File: config.mk
export PLATFORM = sky130hd
export DESIGN_NAME = infix_to_prefix_converter_top
export DESIGN_NICKNAME = d
export VERILOG_FILES = /design/src/itp_pkg.sv /design/src/itp_text_ram.sv /design/src/itp_front.sv /design/src/itp_job_fifo.sv /design/src/itp_back.sv /design/src/infix_to_prefix_converter_top.sv
export SDC_FILE = /design/constraint.sdc
export NUM_CORES = 2
export LEC_CHECK = 0
export ABC_AREA = 1
export BUFFER_PORTS_ARGS = -buffer_cell sky130_fd_sc_hd__buf_2
export CORE_MARGIN = 1.5
export CORE_UTILIZATION = 30
export DETAILED_ROUTE_END_ITERATION = 7
export PLACE_DENSITY_LB_ADDON = 0.15
export SLEW_MARGIN = 10
export SYNTH_ARGS = -nofsm -noshare
export SYNTH_HDL_FRONTEND = slang
export SYNTH_SLANG_ARGS = --single-unit
File: constraint.sdc
create_clock -name aclk -period 8.55 [get_ports aclk]
set_clock_uncertainty 0.05 [all_clocks]
set_input_delay 1.2825 -clock aclk [delete_from_list [all_inputs] [get_ports aclk]]
set_output_delay 1.2825 -clock aclk [all_outputs]
set_load 0.05 [all_outputs]
File: src/itp_pkg.sv
// Shared constants, types and character helpers for the infix-to-prefix converter.
package itp_pkg;

    // Expression buffer size and derived widths
    localparam int MAX_LEN   = 32;
    localparam int OUT_LIMIT = 32;
    localparam int RES_CAP   = (MAX_LEN < OUT_LIMIT) ? MAX_LEN : OUT_LIMIT;
    localparam int CNT_W     = $clog2(MAX_LEN + 1);
    localparam int IDX_W     = $clog2(MAX_LEN);
    localparam int RC_W      = $clog2(RES_CAP + 1);
    localparam int RC_IW     = $clog2(RES_CAP);
    // Text buffer holds two banks, one being filled while the other is converted
    localparam int TXT_AW    = IDX_W + 1;
    localparam int TXT_DEPTH = 1 << TXT_AW;

    // Character codes
    localparam logic [7:0] CH_LPAREN = 8'h28;
    localparam logic [7:0] CH_RPAREN = 8'h29;
    localparam logic [7:0] CH_STAR   = 8'h2A;
    localparam logic [7:0] CH_PLUS   = 8'h2B;
    localparam logic [7:0] CH_MINUS  = 8'h2D;
    localparam logic [7:0] CH_SLASH  = 8'h2F;
    localparam logic [7:0] CH_NUL    = 8'h00;

    typedef enum logic [1:0] {
        KIND_OPERAND,
        KIND_OPEN,
        KIND_CLOSE,
        KIND_OPER
    } kind_t;

    // One classified character as stored in the text buffer (parentheses already swapped)
    typedef struct packed {
        logic [7:0] sym;
        kind_t      kind;
        logic [1:0] prio;
    } tok_t;

    // One finished expression handed from front to back
    typedef struct packed {
        logic             bank;
        logic [CNT_W-1:0] count;
        logic             ovf;
    } job_t;

    function automatic logic [1:0] prio_of(input logic [7:0] c);
        logic [1:0] p;
        p = 2'd0;
        if (c == CH_PLUS || c == CH_MINUS) begin
            p = 2'd1;
        end else if (c == CH_STAR || c == CH_SLASH) begin
            p = 2'd2;
        end
        return p;
    endfunction

    function automatic logic is_operand(input logic [7:0] c);
        return (c >= 8'h30 && c <= 8'h39) || (c >= 8'h41 && c <= 8'h5A) ||
               (c >= 8'h61 && c <= 8'h7A);
    endfunction

    // Swap parentheses and classify for the reversed scan
    function automatic tok_t classify(input logic [7:0] raw);
        tok_t t;
        t.sym = raw;
        if (raw == CH_LPAREN) begin
            t.sym = CH_RPAREN;
        end else if (raw == CH_RPAREN) begin
            t.sym = CH_LPAREN;
        end
        if (is_operand(t.sym)) begin
            t.kind = KIND_OPERAND;
        end else if (t.sym == CH_LPAREN) begin
            t.kind = KIND_OPEN;
        end else if (t.sym == CH_RPAREN) begin
            t.kind = KIND_CLOSE;
        end else begin
            t.kind = KIND_OPER;
        end
        t.prio = prio_of(t.sym);
        return t;
    endfunction

endpackage

File: src/itp_text_ram.sv
// Two-bank text buffer: one write port, one registered read port.
module itp_text_ram (
    input  logic                      clk,
    input  logic                      we,
    input  logic [itp_pkg::TXT_AW-1:0] waddr,
    input  itp_pkg::tok_t             wdata,
    input  logic                      re,
    input  logic [itp_pkg::TXT_AW-1:0] raddr,
    output itp_pkg::tok_t             rdata
);
    import itp_pkg::*;

    tok_t mem [TXT_DEPTH];
    tok_t rdata_reg;

    // Write and registered read; read data holds while re is low
    always_ff @(posedge clk) begin
        if (we) begin
            mem[waddr] <= wdata;
        end
        if (re) begin
            rdata_reg <= mem[raddr];
        end
    end

    assign rdata = rdata_reg;

endmodule

File: src/itp_front.sv
// Input side: accepts characters, classifies them and fills the current text bank.
module itp_front (
    input  logic                       clk,
    input  logic                       rst_n,
    input  logic                       s_tvalid,
    output logic                       s_tready,
    input  logic [7:0]                 s_symbol,
    input  logic                       s_last,
    input  logic                       job_full,
    output logic                       job_push,
    output itp_pkg::job_t              job_out,
    output logic                       txt_we,
    output logic [itp_pkg::TXT_AW-1:0] txt_waddr,
    output itp_pkg::tok_t              txt_wdata
);
    import itp_pkg::*;

    logic             bank_reg, bank_next;
    logic [CNT_W-1:0] cnt_reg, cnt_next;
    logic             ovf_reg, ovf_next;
    logic             accept;
    logic             has_room;
    logic [CNT_W-1:0] cnt_inc;

    // Stall only when both banks hold unfinished expressions
    assign s_tready = !job_full;
    assign accept   = s_tvalid && s_tready;
    assign has_room = cnt_reg < CNT_W'(MAX_LEN);
    assign cnt_inc  = cnt_reg + CNT_W'(1);

    // Buffer write
    assign txt_we    = accept && has_room;
    assign txt_waddr = {bank_reg, cnt_reg[IDX_W-1:0]};
    assign txt_wdata = classify(s_symbol);

    // Hand the finished expression to the back end
    assign job_push      = accept && s_last;
    assign job_out.bank  = bank_reg;
    assign job_out.count = has_room ? cnt_inc : cnt_reg;
    assign job_out.ovf   = ovf_reg || !has_room;

    always_comb begin
        bank_next = bank_reg;
        cnt_next  = cnt_reg;
        ovf_next  = ovf_reg;
        if (accept) begin
            if (has_room) begin
                cnt_next = cnt_inc;
            end else begin
                ovf_next = 1'b1;
            end
            if (s_last) begin
                bank_next = !bank_reg;
                cnt_next  = '0;
                ovf_next  = 1'b0;
            end
        end
    end

    always_ff @(posedge clk) begin
        if (!rst_n) begin
            bank_reg <= 1'b0;
            cnt_reg  <= '0;
            ovf_reg  <= 1'b0;
        end else begin
            bank_reg <= bank_next;
            cnt_reg  <= cnt_next;
            ovf_reg  <= ovf_next;
        end
    end

endmodule

File: src/itp_job_fifo.sv
// Two-entry queue of finished expressions between front and back.
module itp_job_fifo (
    input  logic          clk,
    input  logic          rst_n,
    input  logic          push,
    input  itp_pkg::job_t push_job,
    input  logic          pop,
    output logic          full,
    output logic          head_valid,
    output itp_pkg::job_t head_job
);
    import itp_pkg::*;

    job_t       slot_reg [2];
    logic       wr_ptr_reg, wr_ptr_next;
    logic       rd_ptr_reg, rd_ptr_next;
    logic [1:0] cnt_reg, cnt_next;

    assign full       = cnt_reg == 2'd2;
    assign head_valid = cnt_reg != 2'd0;
    assign head_job   = slot_reg[rd_ptr_reg];

    // Pointer and occupancy update
    always_comb begin
        wr_ptr_next = wr_ptr_reg;
        rd_ptr_next = rd_ptr_reg;
        cnt_next    = cnt_reg;
        if (push) begin
            wr_ptr_next = !wr_ptr_reg;
        end
        if (pop) begin
            rd_ptr_next = !rd_ptr_reg;
        end
        if (push && !pop) begin
            cnt_next = cnt_reg + 2'd1;
        end else if (pop && !push) begin
            cnt_next = cnt_reg - 2'd1;
        end
    end

    always_ff @(posedge clk) begin
        if (!rst_n) begin
            wr_ptr_reg <= 1'b0;
            rd_ptr_reg <= 1'b0;
            cnt_reg    <= 2'd0;
        end else begin
            wr_ptr_reg <= wr_ptr_next;
            rd_ptr_reg <= rd_ptr_next;
            cnt_reg    <= cnt_next;
        end
    end

    // Entry storage
    always_ff @(posedge clk) begin
        if (push) begin
            slot_reg[wr_ptr_reg] <= push_job;
        end
    end

endmodule

File: src/itp_back.sv
// Conversion engine: reversed operator-stack scan of one bank, then prefix output.
module itp_back (
    input  logic                       clk,
    input  logic                       rst_n,
    input  logic                       job_valid,
    input  itp_pkg::job_t              job,
    output logic                       job_pop,
    output logic                       txt_re,
    output logic [itp_pkg::TXT_AW-1:0] txt_raddr,
    input  itp_pkg::tok_t              txt_rdata,
    output logic                       m_tvalid,
    input  logic                       m_tready,
    output logic [7:0]                 m_symbol,
    output logic                       m_last,
    output logic                       m_empty,
    output logic                       m_ovf
);
    import itp_pkg::*;

    typedef enum logic [2:0] {
        S_IDLE,
        S_FETCH,
        S_EXEC,
        S_RELOAD,
        S_DRAIN,
        S_OUT_LD,
        S_OUT_WAIT
    } state_t;

    state_t           state_reg, state_next;
    state_t           ret_reg, ret_next;
    logic [CNT_W-1:0] idx_reg, idx_next;
    logic [CNT_W-1:0] sp_reg, sp_next;
    logic [7:0]       tos_reg, tos_next;
    logic [RC_W-1:0]  rc_reg, rc_next;
    logic [RC_W-1:0]  oidx_reg, oidx_next;
    logic             ovf_reg, ovf_next;
    logic             m_tvalid_reg, m_tvalid_next;
    logic [7:0]       m_symbol_reg, m_symbol_next;
    logic             m_last_reg, m_last_next;
    logic             m_empty_reg, m_empty_next;
    logic             m_ovf_reg, m_ovf_next;

    // Operator stack below the cached top, and result store
    logic [7:0]       stk_mem [MAX_LEN];
    logic [7:0]       stk_rd_reg;
    logic [7:0]       res_mem [RES_CAP];
    logic [7:0]       res_rd_reg;

    logic             stk_we, stk_re;
    logic [IDX_W-1:0] stk_wa, stk_ra;
    logic             res_re;
    logic [RC_IW-1:0] res_ra;
    logic             res_we;
    logic [RC_IW-1:0] res_wa;
    logic [7:0]       res_wd;

    // Per-cycle actions collected before the common update
    logic             emit;
    logic [7:0]       emit_sym;
    logic             pop;
    state_t           pop_ret;
    logic             push;
    logic [7:0]       push_sym;

    logic [CNT_W-1:0] sp_dec, sp_dec2, idx_dec;
    logic [RC_W-1:0]  rc_dec, oidx_dec;

    assign sp_dec   = sp_reg - CNT_W'(1);
    assign sp_dec2  = sp_reg - CNT_W'(2);
    assign idx_dec  = idx_reg - CNT_W'(1);
    assign rc_dec   = rc_reg - RC_W'(1);
    assign oidx_dec = oidx_reg - RC_W'(1);

    always_comb begin
        state_next    = state_reg;
        ret_next      = ret_reg;
        idx_next      = idx_reg;
        sp_next       = sp_reg;
        tos_next      = tos_reg;
        rc_next       = rc_reg;
        oidx_next     = oidx_reg;
        ovf_next      = ovf_reg;
        m_tvalid_next = m_tvalid_reg;
        m_symbol_next = m_symbol_reg;
        m_last_next   = m_last_reg;
        m_empty_next  = m_empty_reg;
        m_ovf_next    = m_ovf_reg;
        job_pop       = 1'b0;
        txt_re        = 1'b0;
        txt_raddr     = {job.bank, idx_dec[IDX_W-1:0]};
        stk_we        = 1'b0;
        stk_wa        = sp_dec[IDX_W-1:0];
        stk_re        = 1'b0;
        stk_ra        = sp_dec2[IDX_W-1:0];
        res_re        = 1'b0;
        res_ra        = rc_dec[RC_IW-1:0];
        res_we        = 1'b0;
        res_wa        = rc_reg[RC_IW-1:0];
        res_wd        = 8'h00;
        emit          = 1'b0;
        emit_sym      = tos_reg;
        pop           = 1'b0;
        pop_ret       = S_FETCH;
        push          = 1'b0;
        push_sym      = txt_rdata.sym;

        case (state_reg)
            S_IDLE: begin
                if (job_valid) begin
                    idx_next   = job.count;
                    sp_next    = '0;
                    rc_next    = '0;
                    ovf_next   = job.ovf;
                    state_next = S_FETCH;
                end
            end
            // Read the next character, scanning from the end of the text
            S_FETCH: begin
                if (idx_reg == '0) begin
                    state_next = S_DRAIN;
                end else begin
                    txt_re     = 1'b1;
                    idx_next   = idx_dec;
                    state_next = S_EXEC;
                end
            end
            S_EXEC: begin
                state_next = S_FETCH;
                case (txt_rdata.kind)
                    KIND_OPERAND: begin
                        emit     = 1'b1;
                        emit_sym = txt_rdata.sym;
                    end
                    KIND_OPEN: begin
                        push = 1'b1;
                    end
                    KIND_CLOSE: begin
                        if (sp_reg != '0) begin
                            pop = 1'b1;
                            if (tos_reg == CH_LPAREN) begin
                                pop_ret = S_FETCH;
                            end else begin
                                emit    = 1'b1;
                                pop_ret = S_EXEC;
                            end
                        end
                    end
                    KIND_OPER: begin
                        if (sp_reg != '0 && prio_of(tos_reg) > txt_rdata.prio) begin
                            emit    = 1'b1;
                            pop     = 1'b1;
                            pop_ret = S_EXEC;
                        end else begin
                            push = 1'b1;
                        end
                    end
                    default: begin
                        push = 1'b1;
                    end
                endcase
            end
            // Refill the cached top from the stack memory
            S_RELOAD: begin
                tos_next   = stk_rd_reg;
                state_next = ret_reg;
            end
            // Flush what is left on the stack, then start the output
            S_DRAIN: begin
                if (sp_reg != '0) begin
                    emit    = 1'b1;
                    pop     = 1'b1;
                    pop_ret = S_DRAIN;
                end else if (rc_reg == '0) begin
                    m_tvalid_next = 1'b1;
                    m_symbol_next = CH_NUL;
                    m_last_next   = 1'b1;
                    m_empty_next  = 1'b1;
                    m_ovf_next    = ovf_reg;
                    oidx_next     = '0;
                    state_next    = S_OUT_WAIT;
                end else begin
                    res_re     = 1'b1;
                    res_ra     = rc_dec[RC_IW-1:0];
                    oidx_next  = rc_dec;
                    state_next = S_OUT_LD;
                end
            end
            S_OUT_LD: begin
                m_tvalid_next = 1'b1;
                m_symbol_next = res_rd_reg;
                m_last_next   = oidx_reg == '0;
                m_empty_next  = 1'b0;
                m_ovf_next    = ovf_reg;
                state_next    = S_OUT_WAIT;
            end
            // Hold the item until taken; fetch the next one right away
            S_OUT_WAIT: begin
                if (m_tready) begin
                    m_tvalid_next = 1'b0;
                    if (m_last_reg) begin
                        job_pop    = 1'b1;
                        state_next = S_IDLE;
                    end else begin
                        res_re     = 1'b1;
                        res_ra     = oidx_dec[RC_IW-1:0];
                        oidx_next  = oidx_dec;
                        state_next = S_OUT_LD;
                    end
                end
            end
            default: begin
                state_next = S_IDLE;
            end
        endcase

        // Append one character to the result
        if (emit) begin
            if (rc_reg < RC_W'(RES_CAP)) begin
                res_we  = 1'b1;
                res_wd  = emit_sym;
                rc_next = rc_reg + RC_W'(1);
            end else begin
                ovf_next = 1'b1;
            end
        end

        // Drop the top; reload it from memory when entries remain below
        if (pop) begin
            sp_next = sp_dec;
            if (sp_reg >= CNT_W'(2)) begin
                stk_re     = 1'b1;
                ret_next   = pop_ret;
                state_next = S_RELOAD;
            end else begin
                state_next = pop_ret;
            end
        end

        // Spill the old top to memory and cache the new one
        if (push) begin
            if (sp_reg < CNT_W'(MAX_LEN)) begin
                stk_we   = sp_reg != '0;
                tos_next = push_sym;
                sp_next  = sp_reg + CNT_W'(1);
            end else begin
                ovf_next = 1'b1;
            end
        end
    end

    always_ff @(posedge clk) begin
        if (!rst_n) begin
            state_reg    <= S_IDLE;
            ret_reg      <= S_FETCH;
            idx_reg      <= '0;
            sp_reg       <= '0;
            rc_reg       <= '0;
            oidx_reg     <= '0;
            ovf_reg      <= 1'b0;
            m_tvalid_reg <= 1'b0;
        end else begin
            state_reg    <= state_next;
            ret_reg      <= ret_next;
            idx_reg      <= idx_next;
            sp_reg       <= sp_next;
            tos_reg      <= tos_next;
            rc_reg       <= rc_next;
            oidx_reg     <= oidx_next;
            ovf_reg      <= ovf_next;
            m_tvalid_reg <= m_tvalid_next;
            m_symbol_reg <= m_symbol_next;
            m_last_reg   <= m_last_next;
            m_empty_reg  <= m_empty_next;
            m_ovf_reg    <= m_ovf_next;
        end
    end

    // Stack memory
    always_ff @(posedge clk) begin
        if (stk_we) begin
            stk_mem[stk_wa] <= tos_reg;
        end
        if (stk_re) begin
            stk_rd_reg <= stk_mem[stk_ra];
        end
    end

    // Result memory
    always_ff @(posedge clk) begin
        if (res_we) begin
            res_mem[res_wa] <= res_wd;
        end
        if (res_re) begin
            res_rd_reg <= res_mem[res_ra];
        end
    end

    assign m_tvalid = m_tvalid_reg;
    assign m_symbol = m_symbol_reg;
    assign m_last   = m_last_reg;
    assign m_empty  = m_empty_reg;
    assign m_ovf    = m_ovf_reg;

    // Checks
    a_sp_bound: assert property (@(posedge clk) disable iff (!rst_n)
        sp_reg <= CNT_W'(MAX_LEN))
        else $error("operator stack depth beyond capacity");

    a_rc_bound: assert property (@(posedge clk) disable iff (!rst_n)
        rc_reg <= RC_W'(RES_CAP))
        else $error("result count beyond capacity");

    a_valid_phase: assert property (@(posedge clk) disable iff (!rst_n)
        m_tvalid_reg |-> state_reg == S_OUT_WAIT)
        else $error("output valid outside output phase");

    a_pop_on_last: assert property (@(posedge clk) disable iff (!rst_n)
        (m_tvalid_reg && m_tready && m_last_reg) |-> job_pop)
        else $error("job not released after final item");

    a_pop_has_job: assert property (@(posedge clk) disable iff (!rst_n)
        job_pop |-> job_valid)
        else $error("job released with empty queue");

endmodule

File: src/infix_to_prefix_converter_top.sv
// Top level of the infix-to-prefix converter: front end, text buffer, job queue, back end.
// One character is loaded per cycle; s_tready drops only while both text banks are busy.
// Conversion fetches and evaluates each character from the end of the text; a popped
// operator may add a repeated evaluation and a reload from the registered stack read.
// Output reads items from the registered result memory, fetching each after the last is taken.
// aresetn (synchronous, active low) empties the queue, clears counts and drops m_tvalid.
module infix_to_prefix_converter_top (
    input  logic       aclk,
    input  logic       aresetn,
    input  logic       s_tvalid,
    output logic       s_tready,
    input  logic [7:0] s_tdata,   // [7:0] symbol
    input  logic       s_tlast,
    output logic       m_tvalid,
    input  logic       m_tready,
    output logic [7:0] m_tdata,   // [7:0] out_symbol
    output logic       m_tlast,
    output logic [1:0] m_tuser    // [0] empty_res, [1] overflow
);
    import itp_pkg::*;

    logic              job_full, job_push, job_pop, job_valid;
    job_t              job_in, job_head;
    logic              txt_we, txt_re;
    logic [TXT_AW-1:0] txt_waddr, txt_raddr;
    tok_t              txt_wdata, txt_rdata;
    logic              m_empty, m_ovf;

    itp_front u_front (
        .clk       (aclk),
        .rst_n     (aresetn),
        .s_tvalid  (s_tvalid),
        .s_tready  (s_tready),
        .s_symbol  (s_tdata),
        .s_last    (s_tlast),
        .job_full  (job_full),
        .job_push  (job_push),
        .job_out   (job_in),
        .txt_we    (txt_we),
        .txt_waddr (txt_waddr),
        .txt_wdata (txt_wdata)
    );

    itp_text_ram u_text_ram (
        .clk   (aclk),
        .we    (txt_we),
        .waddr (txt_waddr),
        .wdata (txt_wdata),
        .re    (txt_re),
        .raddr (txt_raddr),
        .rdata (txt_rdata)
    );

    itp_job_fifo u_job_fifo (
        .clk        (aclk),
        .rst_n      (aresetn),
        .push       (job_push),
        .push_job   (job_in),
        .pop        (job_pop),
        .full       (job_full),
        .head_valid (job_valid),
        .head_job   (job_head)
    );

    itp_back u_back (
        .clk       (aclk),
        .rst_n     (aresetn),
        .job_valid (job_valid),
        .job       (job_head),
        .job_pop   (job_pop),
        .txt_re    (txt_re),
        .txt_raddr (txt_raddr),
        .txt_rdata (txt_rdata),
        .m_tvalid  (m_tvalid),
        .m_tready  (m_tready),
        .m_symbol  (m_tdata),
        .m_last    (m_tlast),
        .m_empty   (m_empty),
        .m_ovf     (m_ovf)
    );

    assign m_tuser = {m_ovf, m_empty};

endmodule
* Word-level counts from Yosys, hierarchy flattened
Memory sizes are Yosys's and may differ from the RTL's. A register that Yosys moved wholly into a read port is not among the register bits. Cells that the tools add are included.
Word-level totals: bits in registers 63, memory bits (writable) 1296, logic and storage cells 234, memories 4
Memory list:
- u_text_ram.mem | words 64, width 12, rd ports 1, clocked after memory_dff 1, write ports 1, RTL line itp_text_ram.sv:13 | tok_t mem [TXT_DEPTH];
- u_back.res_mem | words 32, width 8, rd ports 1, clocked after memory_dff 1, write ports 1, RTL line itp_back.sv:47 | logic [7:0] res_mem [RES_CAP];
- u_back.stk_mem | words 32, width 8, rd ports 1, clocked after memory_dff 1, write ports 1, RTL line itp_back.sv:45 | logic [7:0] stk_mem [MAX_LEN];
- u_job_fifo.slot_reg | words 2, width 8, rd ports 1, clocked after memory_dff 1, write ports 1, RTL line itp_job_fifo.sv:14 | job_t slot_reg [2];
Cells by class: add/sub/neg operators 10, order comparisons 11, equal/unequal tests 33, mux-type cells 114, reduce and logical (&&, ||, !) cells 43
Operators with widths (count):
- 8-bit by 6-bit == test with 1-bit output (second input constant) | 13
- 6-bit two-way mux | 17
- 8-bit two-way mux | 11
- 1-bit two-way mux | 45
- 3-bit two-way mux | 9
- 2-bit two-way mux | 13
- 6-bit case mux with 2 select lines | 2
- 6-bit by 1-bit subtractor with 6-bit output (second input constant) | 4
- 3-bit case mux with 7 select lines | 1
- 6-bit by 1-bit adder with 6-bit output (second input constant) | 3
- 6-bit logical NOT | 3
- 6-bit < comparator (second input constant) | 3
- 8-bit by 7-bit >= comparator with 1-bit output (second input constant) | 2
- 8-bit by 7-bit <= comparator with 1-bit output (second input constant) | 2
- 1-bit case mux with 2 select lines | 8
- 8-bit case mux with 2 select lines | 1
- 5-bit two-way mux | 3
- 2-bit inequality test (second input constant) | 6
- 3-bit case mux with 2 select lines | 2
- 4-bit AND reduction | 3
- 2-bit nonzero test | 5
- 3-bit == test (second input constant) | 3
- 1-bit logical AND | 9
- 3-bit by 2-bit inequality test with 1-bit output (second input constant) | 3
- other kinds (21) | 40

* Depth between registers and ports, before layout
depth in word-level cells 14, depth in mapped cells 17, depth with buffers taken out 17

* Cells and area by module
From an unflattened synthesis, not the netlist that was laid out.
Second synthesis, totals: cells, all modules 5155, area, all modules 58722.6 um^2
Modules (own cells, without submodules):
- itp_text_ram | times used 1, cells each 2661, area an instance 31795.5 um^2, sequential area each 23422.5 um^2
- itp_back | times used 1, cells each 2324, area an instance 25419.4 um^2, sequential area each 17066.4 um^2
- itp_job_fifo | times used 1, cells each 58, area an instance 810.8 um^2, sequential area each 580.6 um^2
- itp_front | times used 1, cells each 110, area an instance 681.9 um^2, sequential area each 160.2 um^2
- infix_to_prefix_converter_top | times used 1, cells each 2, area an instance 15.0 um^2, sequential area each 0.0 um^2

* Worst setup path before layout
Ideal clock, no wire load.
kind input-to-reg, start in s_tdata[4], end mem u_text_ram.mem[0][1] (netlist name), data pin, arrival 7.285 ns, required time 7.214 ns, path slack -0.072 ns, stages on the path 3, cell sequence nor4_1 -> o21ai_0 -> a2111oi_0
RTL lines:
- start, declared | RTL line infix_to_prefix_converter_top.sv:12 | input logic [7:0] s_tdata,
- end, declared | RTL line itp_text_ram.sv:13

* Final worst setup path
start reg u_back.sp_reg[0], end mem u_back.res_mem[10][1], enable pin
On the way: cells in the longest elaborated chain, start to end 8
RTL lines:
- start, declared | RTL line itp_back.sv:33 | logic [CNT_W-1:0] sp_reg, sp_next;
- start signal, assigned | RTL line itp_back.sv:266 | sp_reg <= sp_next;
- 6-bit nonzero test (*) | RTL line itp_back.sv:139, itp_back.sv:150, itp_back.sv:170
- 1-bit logical AND | RTL line itp_back.sv:150 | if (sp_reg != '0 && prio_of(tos_reg) > txt_rdata.prio) begin
- 1-bit two-way mux | RTL line itp_back.sv:150
- 1-bit case mux with 3 select lines | RTL line itp_back.sv:130 | case (txt_rdata.kind)
- 1-bit case mux with 2 select lines (*) | RTL line itp_back.sv:108 | case (state_reg)
- 1-bit two-way mux (*) | RTL line itp_back.sv:218 | if (emit) begin
- 1-bit two-way mux (*) | RTL line itp_back.sv:291 | if (res_we) begin
- 1-bit two-way mux (implied by the code) (*) | RTL line itp_back.sv:292 | res_mem[res_wa] <= res_wd;
- end, declared | RTL line itp_back.sv:47
Every way passes the cells marked *; elsewhere a longest branch is shown, timed or not.

==> out/summary.md <==
## Outcome
• **outcome** complete, no violations

## Detailed routing
• **post-DR wirelength/cell** 22.8 microns
• **Routed Wire Length** 165 mm
• **DR pass1 iterations** 5
• **post-detailed-route DRC marker count** 0
• **drt initial violations** 3,232
• **vias post-DR** 36,700
• **number of antenna-violating nets in the routed design** 0
• **routed via count divided by cell count** 5.07

## STA
• **period utilisation layout** 0.611
• **fmax** 191 MHz
• **post-layout minimum cycle time** 5.22 ns
• **Tightest Pin Transition** 1.31 ns
• **setup total negative slack** 0 ns
• **final hold violation count** 0
• **Setup-failing EPs final** 0
• **remaining max-slew budget at the tightest pin** 0.130
• **RSZ-0062 raised after global routing** no
• **Max Transition Viols Final** 0

## Clock tree
• **maximum clock insertion buffer count** 3
• **hold_buf cts** 0
• **worst-skew pair later-pin latency** 0.77 ns
• **number of resized instances in the post-cts repair step** 0
• **Num CTS Buffers** 158
• **CTS Root Buffer Type** sky130_fd_sc_hd__clkbuf_16
• **level count of the clock H-tree** 4
• **Sink Count** 1,388
• **clock tree from TritonCTS** done
• **number of buffers inserted to repair setup after CTS** 0
• **Clk pin slew, worst setup/hold paths** 0.06 ns

## Global routing
• **largest net degree at the start of global routing** 167
• **GRT Resource Usage Total** 0.169
• **overall overflow remaining after global route** 0
• **number of antenna violations at the first check in global routing** 1
• **number of global-route vias before repair** 36,200
• **global-route wire length before repair** 245 mm

## Cells and area
• **fillcell total** 18,500
• **multi-input combinational cell area** 0.0140 sq mm
• **most frequent cells in the layout** sky130_fd_sc_hd__edfxtp_1 (1,343), sky130_fd_sc_hd__nor2_1 (695), sky130_fd_sc_hd__o21ai_0 (538), sky130_fd_sc_hd__nand2_1 (439), sky130_fd_sc_hd__nand3_1 (425)
• **fraction of final layout cells sized beyond drive strength 1** 0.0904
• **most common cell after layout, fill and taps aside** sky130_fd_sc_hd__edfxtp_1
• **area used by sequential logic in the layout** 0.0412 sq mm
• **Layout Cell Area excl Fill** 0.0651 sq mm
• **area delta synth->final** 14.2%
• **number of flip-flops in the largest register** 768
• **number of nets in the layout** 4,651
• **top register by number of flip-flops** u_text_ram.mem
• **Top Registers** u_text_ram.mem (768), u_back.res_mem (256), u_back.stk_mem (256)

## Min path
• **cell depth of the worst min-delay path** 2
• **kind of path behind the tightest hold check** reg2reg

## Yosys
• **count of different cell masters after synthesis** 50
• **average cell area after synthesis** 12.3 sq um
• **net count of the mapped netlist** 4,652
• **cell count after synthesis** 4,619
• **number of warnings printed during yosys synthesis** 0
• **Mapped Area** 0.0570 sq mm
• **flip-flop cell with the highest count after synthesis** sky130_fd_sc_hd__edfxtp_1
• **sequential share of the synthesized area** 0.723
• **flip-flop and latch count after synthesis** 1,388
• **number of enable flip-flop cells after synthesis** 1,343
• **async set or reset register ratio after synthesis** 0

## Place
• **placed inst area** 0.0602 sq mm
• **Post-DP HPWL** 91.1 mm
• **Placer Congestion** 0.789
• **IO buf count** 25

## Pwr
• **Pleak** 21.6 nW
• **Peak VDD IR** 411 uV
• **power per standard cell area** 346 mW/mm^2

## Critical path
• **critical path endpoint category** flip-flop
• **Max FO, Critical Path** 69
• **arrival time at the worst endpoint** 5.56 ns
• **r2r worst-path depth** 11
• **required arrival time at the worst endpoint** 8.89 ns
• **Critical Path Start Type** flip-flop
• **Worst Setup Path Type** reg2reg

## Job
• **max-cap viol count** 0

## Floorplan
• **row cnt** 159
• **DIE AREA** 0.193 sq mm
• **chip width** 439 microns
• **number of primary I/O pins** 26
• **initial cell density of the core** 0.303
• **Core Region** 0.188 sq mm
• **DIE HEIGHT** 439 microns

layout make-up:
type	count	area share
Inverter	212	0.0124
Multi-Input combinational cell	2710	0.214
Antenna cell	1	0.0000384
Timing Repair Buffer	148	0.0167
Tap cell	2495	0.0479
Clock buffer	197	0.0646
Sequential cell	1388	0.633
Clock inverter	82	0.0108
synthesized netlist by cell type, types with 2 or more instances:
master                      instances  area share
sky130_fd_sc_hd__o21ai_0          539       0.047
sky130_fd_sc_hd__clkbuf_1         203       0.013
sky130_fd_sc_hd__nand3_1          425       0.037
sky130_fd_sc_hd__o221ai_1         177       0.027
sky130_fd_sc_hd__inv_1            203       0.013
sky130_fd_sc_hd__o211ai_1          74      0.0097
sky130_fd_sc_hd__a211oi_1           5     0.00066
sky130_fd_sc_hd__xnor2_1            5     0.00077
sky130_fd_sc_hd__nand2_2            3     0.00033
sky130_fd_sc_hd__a22oi_1            3     0.00039
sky130_fd_sc_hd__o31ai_1            5     0.00066
sky130_fd_sc_hd__inv_2              6     0.00039
sky130_fd_sc_hd__nor2_2             2     0.00022
sky130_fd_sc_hd__o21ai_2            3     0.00046
sky130_fd_sc_hd__a31oi_1           15      0.0016
sky130_fd_sc_hd__nand2_1          441       0.029
sky130_fd_sc_hd__buf_2             67      0.0059
sky130_fd_sc_hd__a2111oi_0          2     0.00031
sky130_fd_sc_hd__buf_4             16      0.0021
sky130_fd_sc_hd__dfxtp_1           45       0.016
sky130_fd_sc_hd__o22ai_1           84      0.0092
sky130_fd_sc_hd__nand3b_1          56      0.0074
sky130_fd_sc_hd__o21a_1            11      0.0014
sky130_fd_sc_hd__nor4_1             3     0.00033
sky130_fd_sc_hd__mux2_2             5     0.00099
sky130_fd_sc_hd__o21ai_1            5     0.00044
sky130_fd_sc_hd__nand4_1           28      0.0031
sky130_fd_sc_hd__nor3_1            17      0.0015
sky130_fd_sc_hd__a21oi_1           46      0.0040
sky130_fd_sc_hd__edfxtp_1        1343        0.71
sky130_fd_sc_hd__buf_1             22      0.0014
sky130_fd_sc_hd__nor2_1           706       0.046
sky130_fd_sc_hd__clkinv_1           3     0.00020
sky130_fd_sc_hd__xor2_1            16      0.0025
sky130_fd_sc_hd__ha_1              20      0.0044
critical path, stage by stage, from the launching register on:
cell                      delay, ns
sky130_fd_sc_hd__dfxtp_4       0.79
sky130_fd_sc_hd__inv_4         0.42
sky130_fd_sc_hd__ha_1          0.40
sky130_fd_sc_hd__nand2_1       0.13
sky130_fd_sc_hd__nor2_2        0.08
sky130_fd_sc_hd__inv_1         0.11
sky130_fd_sc_hd__nand2_1       0.40
sky130_fd_sc_hd__nand2_2       0.32
sky130_fd_sc_hd__nand2_1       0.58
sky130_fd_sc_hd__inv_2         0.25
sky130_fd_sc_hd__nand2_1       0.46
sky130_fd_sc_hd__nor2_1        0.76
cell families after synthesis:
| group | after synthesis | synth area share |
|---|---|---|
| AOI/OAI and AO/OA | 975 | 0.104 |
| DFF | 1388 | 0.723 |
| adders and majority gates | 20 | 0.00439 |
| buffers and inverters | 521 | 0.0369 |
| muxes | 6 | 0.00116 |
| and+or+nand+nor | 1688 | 0.127 |
| xor gates and xnor gates | 21 | 0.00322 |
final timing paths:
kind | from | to | slack [ns]
min | u_front.ovf_reg$_SDFFE_PN0P_ | u_front.ovf_reg$_SDFFE_PN0P_ | 0.41
min reg2reg | u_front.ovf_reg$_SDFFE_PN0P_ | u_front.ovf_reg$_SDFFE_PN0P_ | 0.41
max reg2reg | u_back.sp_reg[0]$_SDFF_PN0_ | u_back.res_mem[10][1]$_DFFE_PP_ | 3.33
max | u_back.sp_reg[0]$_SDFF_PN0_ | u_back.res_mem[10][1]$_DFFE_PP_ | 3.33
layer usage:
metal  share of wire  GRT usage  vias to the layer above  wire length, microns
li1                -          -                    17000                     -
met1            0.48      0.243                    18600                 78700
met2            0.46      0.268                      782                 76400
met3           0.041     0.0240                      212                  6750
met4           0.018     0.0391                        0                  3030
met5               0          0                        -                     0
per-stage QoR:
stage / utilization / setup WS (ns) / cells / total power, mW / hold slack [ns]
after detailed placement: 0.320 / 3.32 / 6953 / 16.2 / 0.401
after floorplan: - / 1.91 / 4619 / 13.0 / 0.359
after CTS: 0.346 / 3.33 / 7232 / 22.8 / 0.408
after global placement: 0.320 / 3.44 / 6953 / 16.3 / 0.400
after global routing: 0.346 / 2.91 / 7232 / 23.7 / 0.438
final: 0.346 / 3.33 / 7233 / 22.5 / 0.411
report_power, final:
group	internal, mW	leakage, nW	switching (mW)
sequential	7.85	12.5	0.202
clock	3.80	2.41	2.72
combinational	2.07	6.73	5.89
Note: power is estimated with default switching activity, not from simulation.
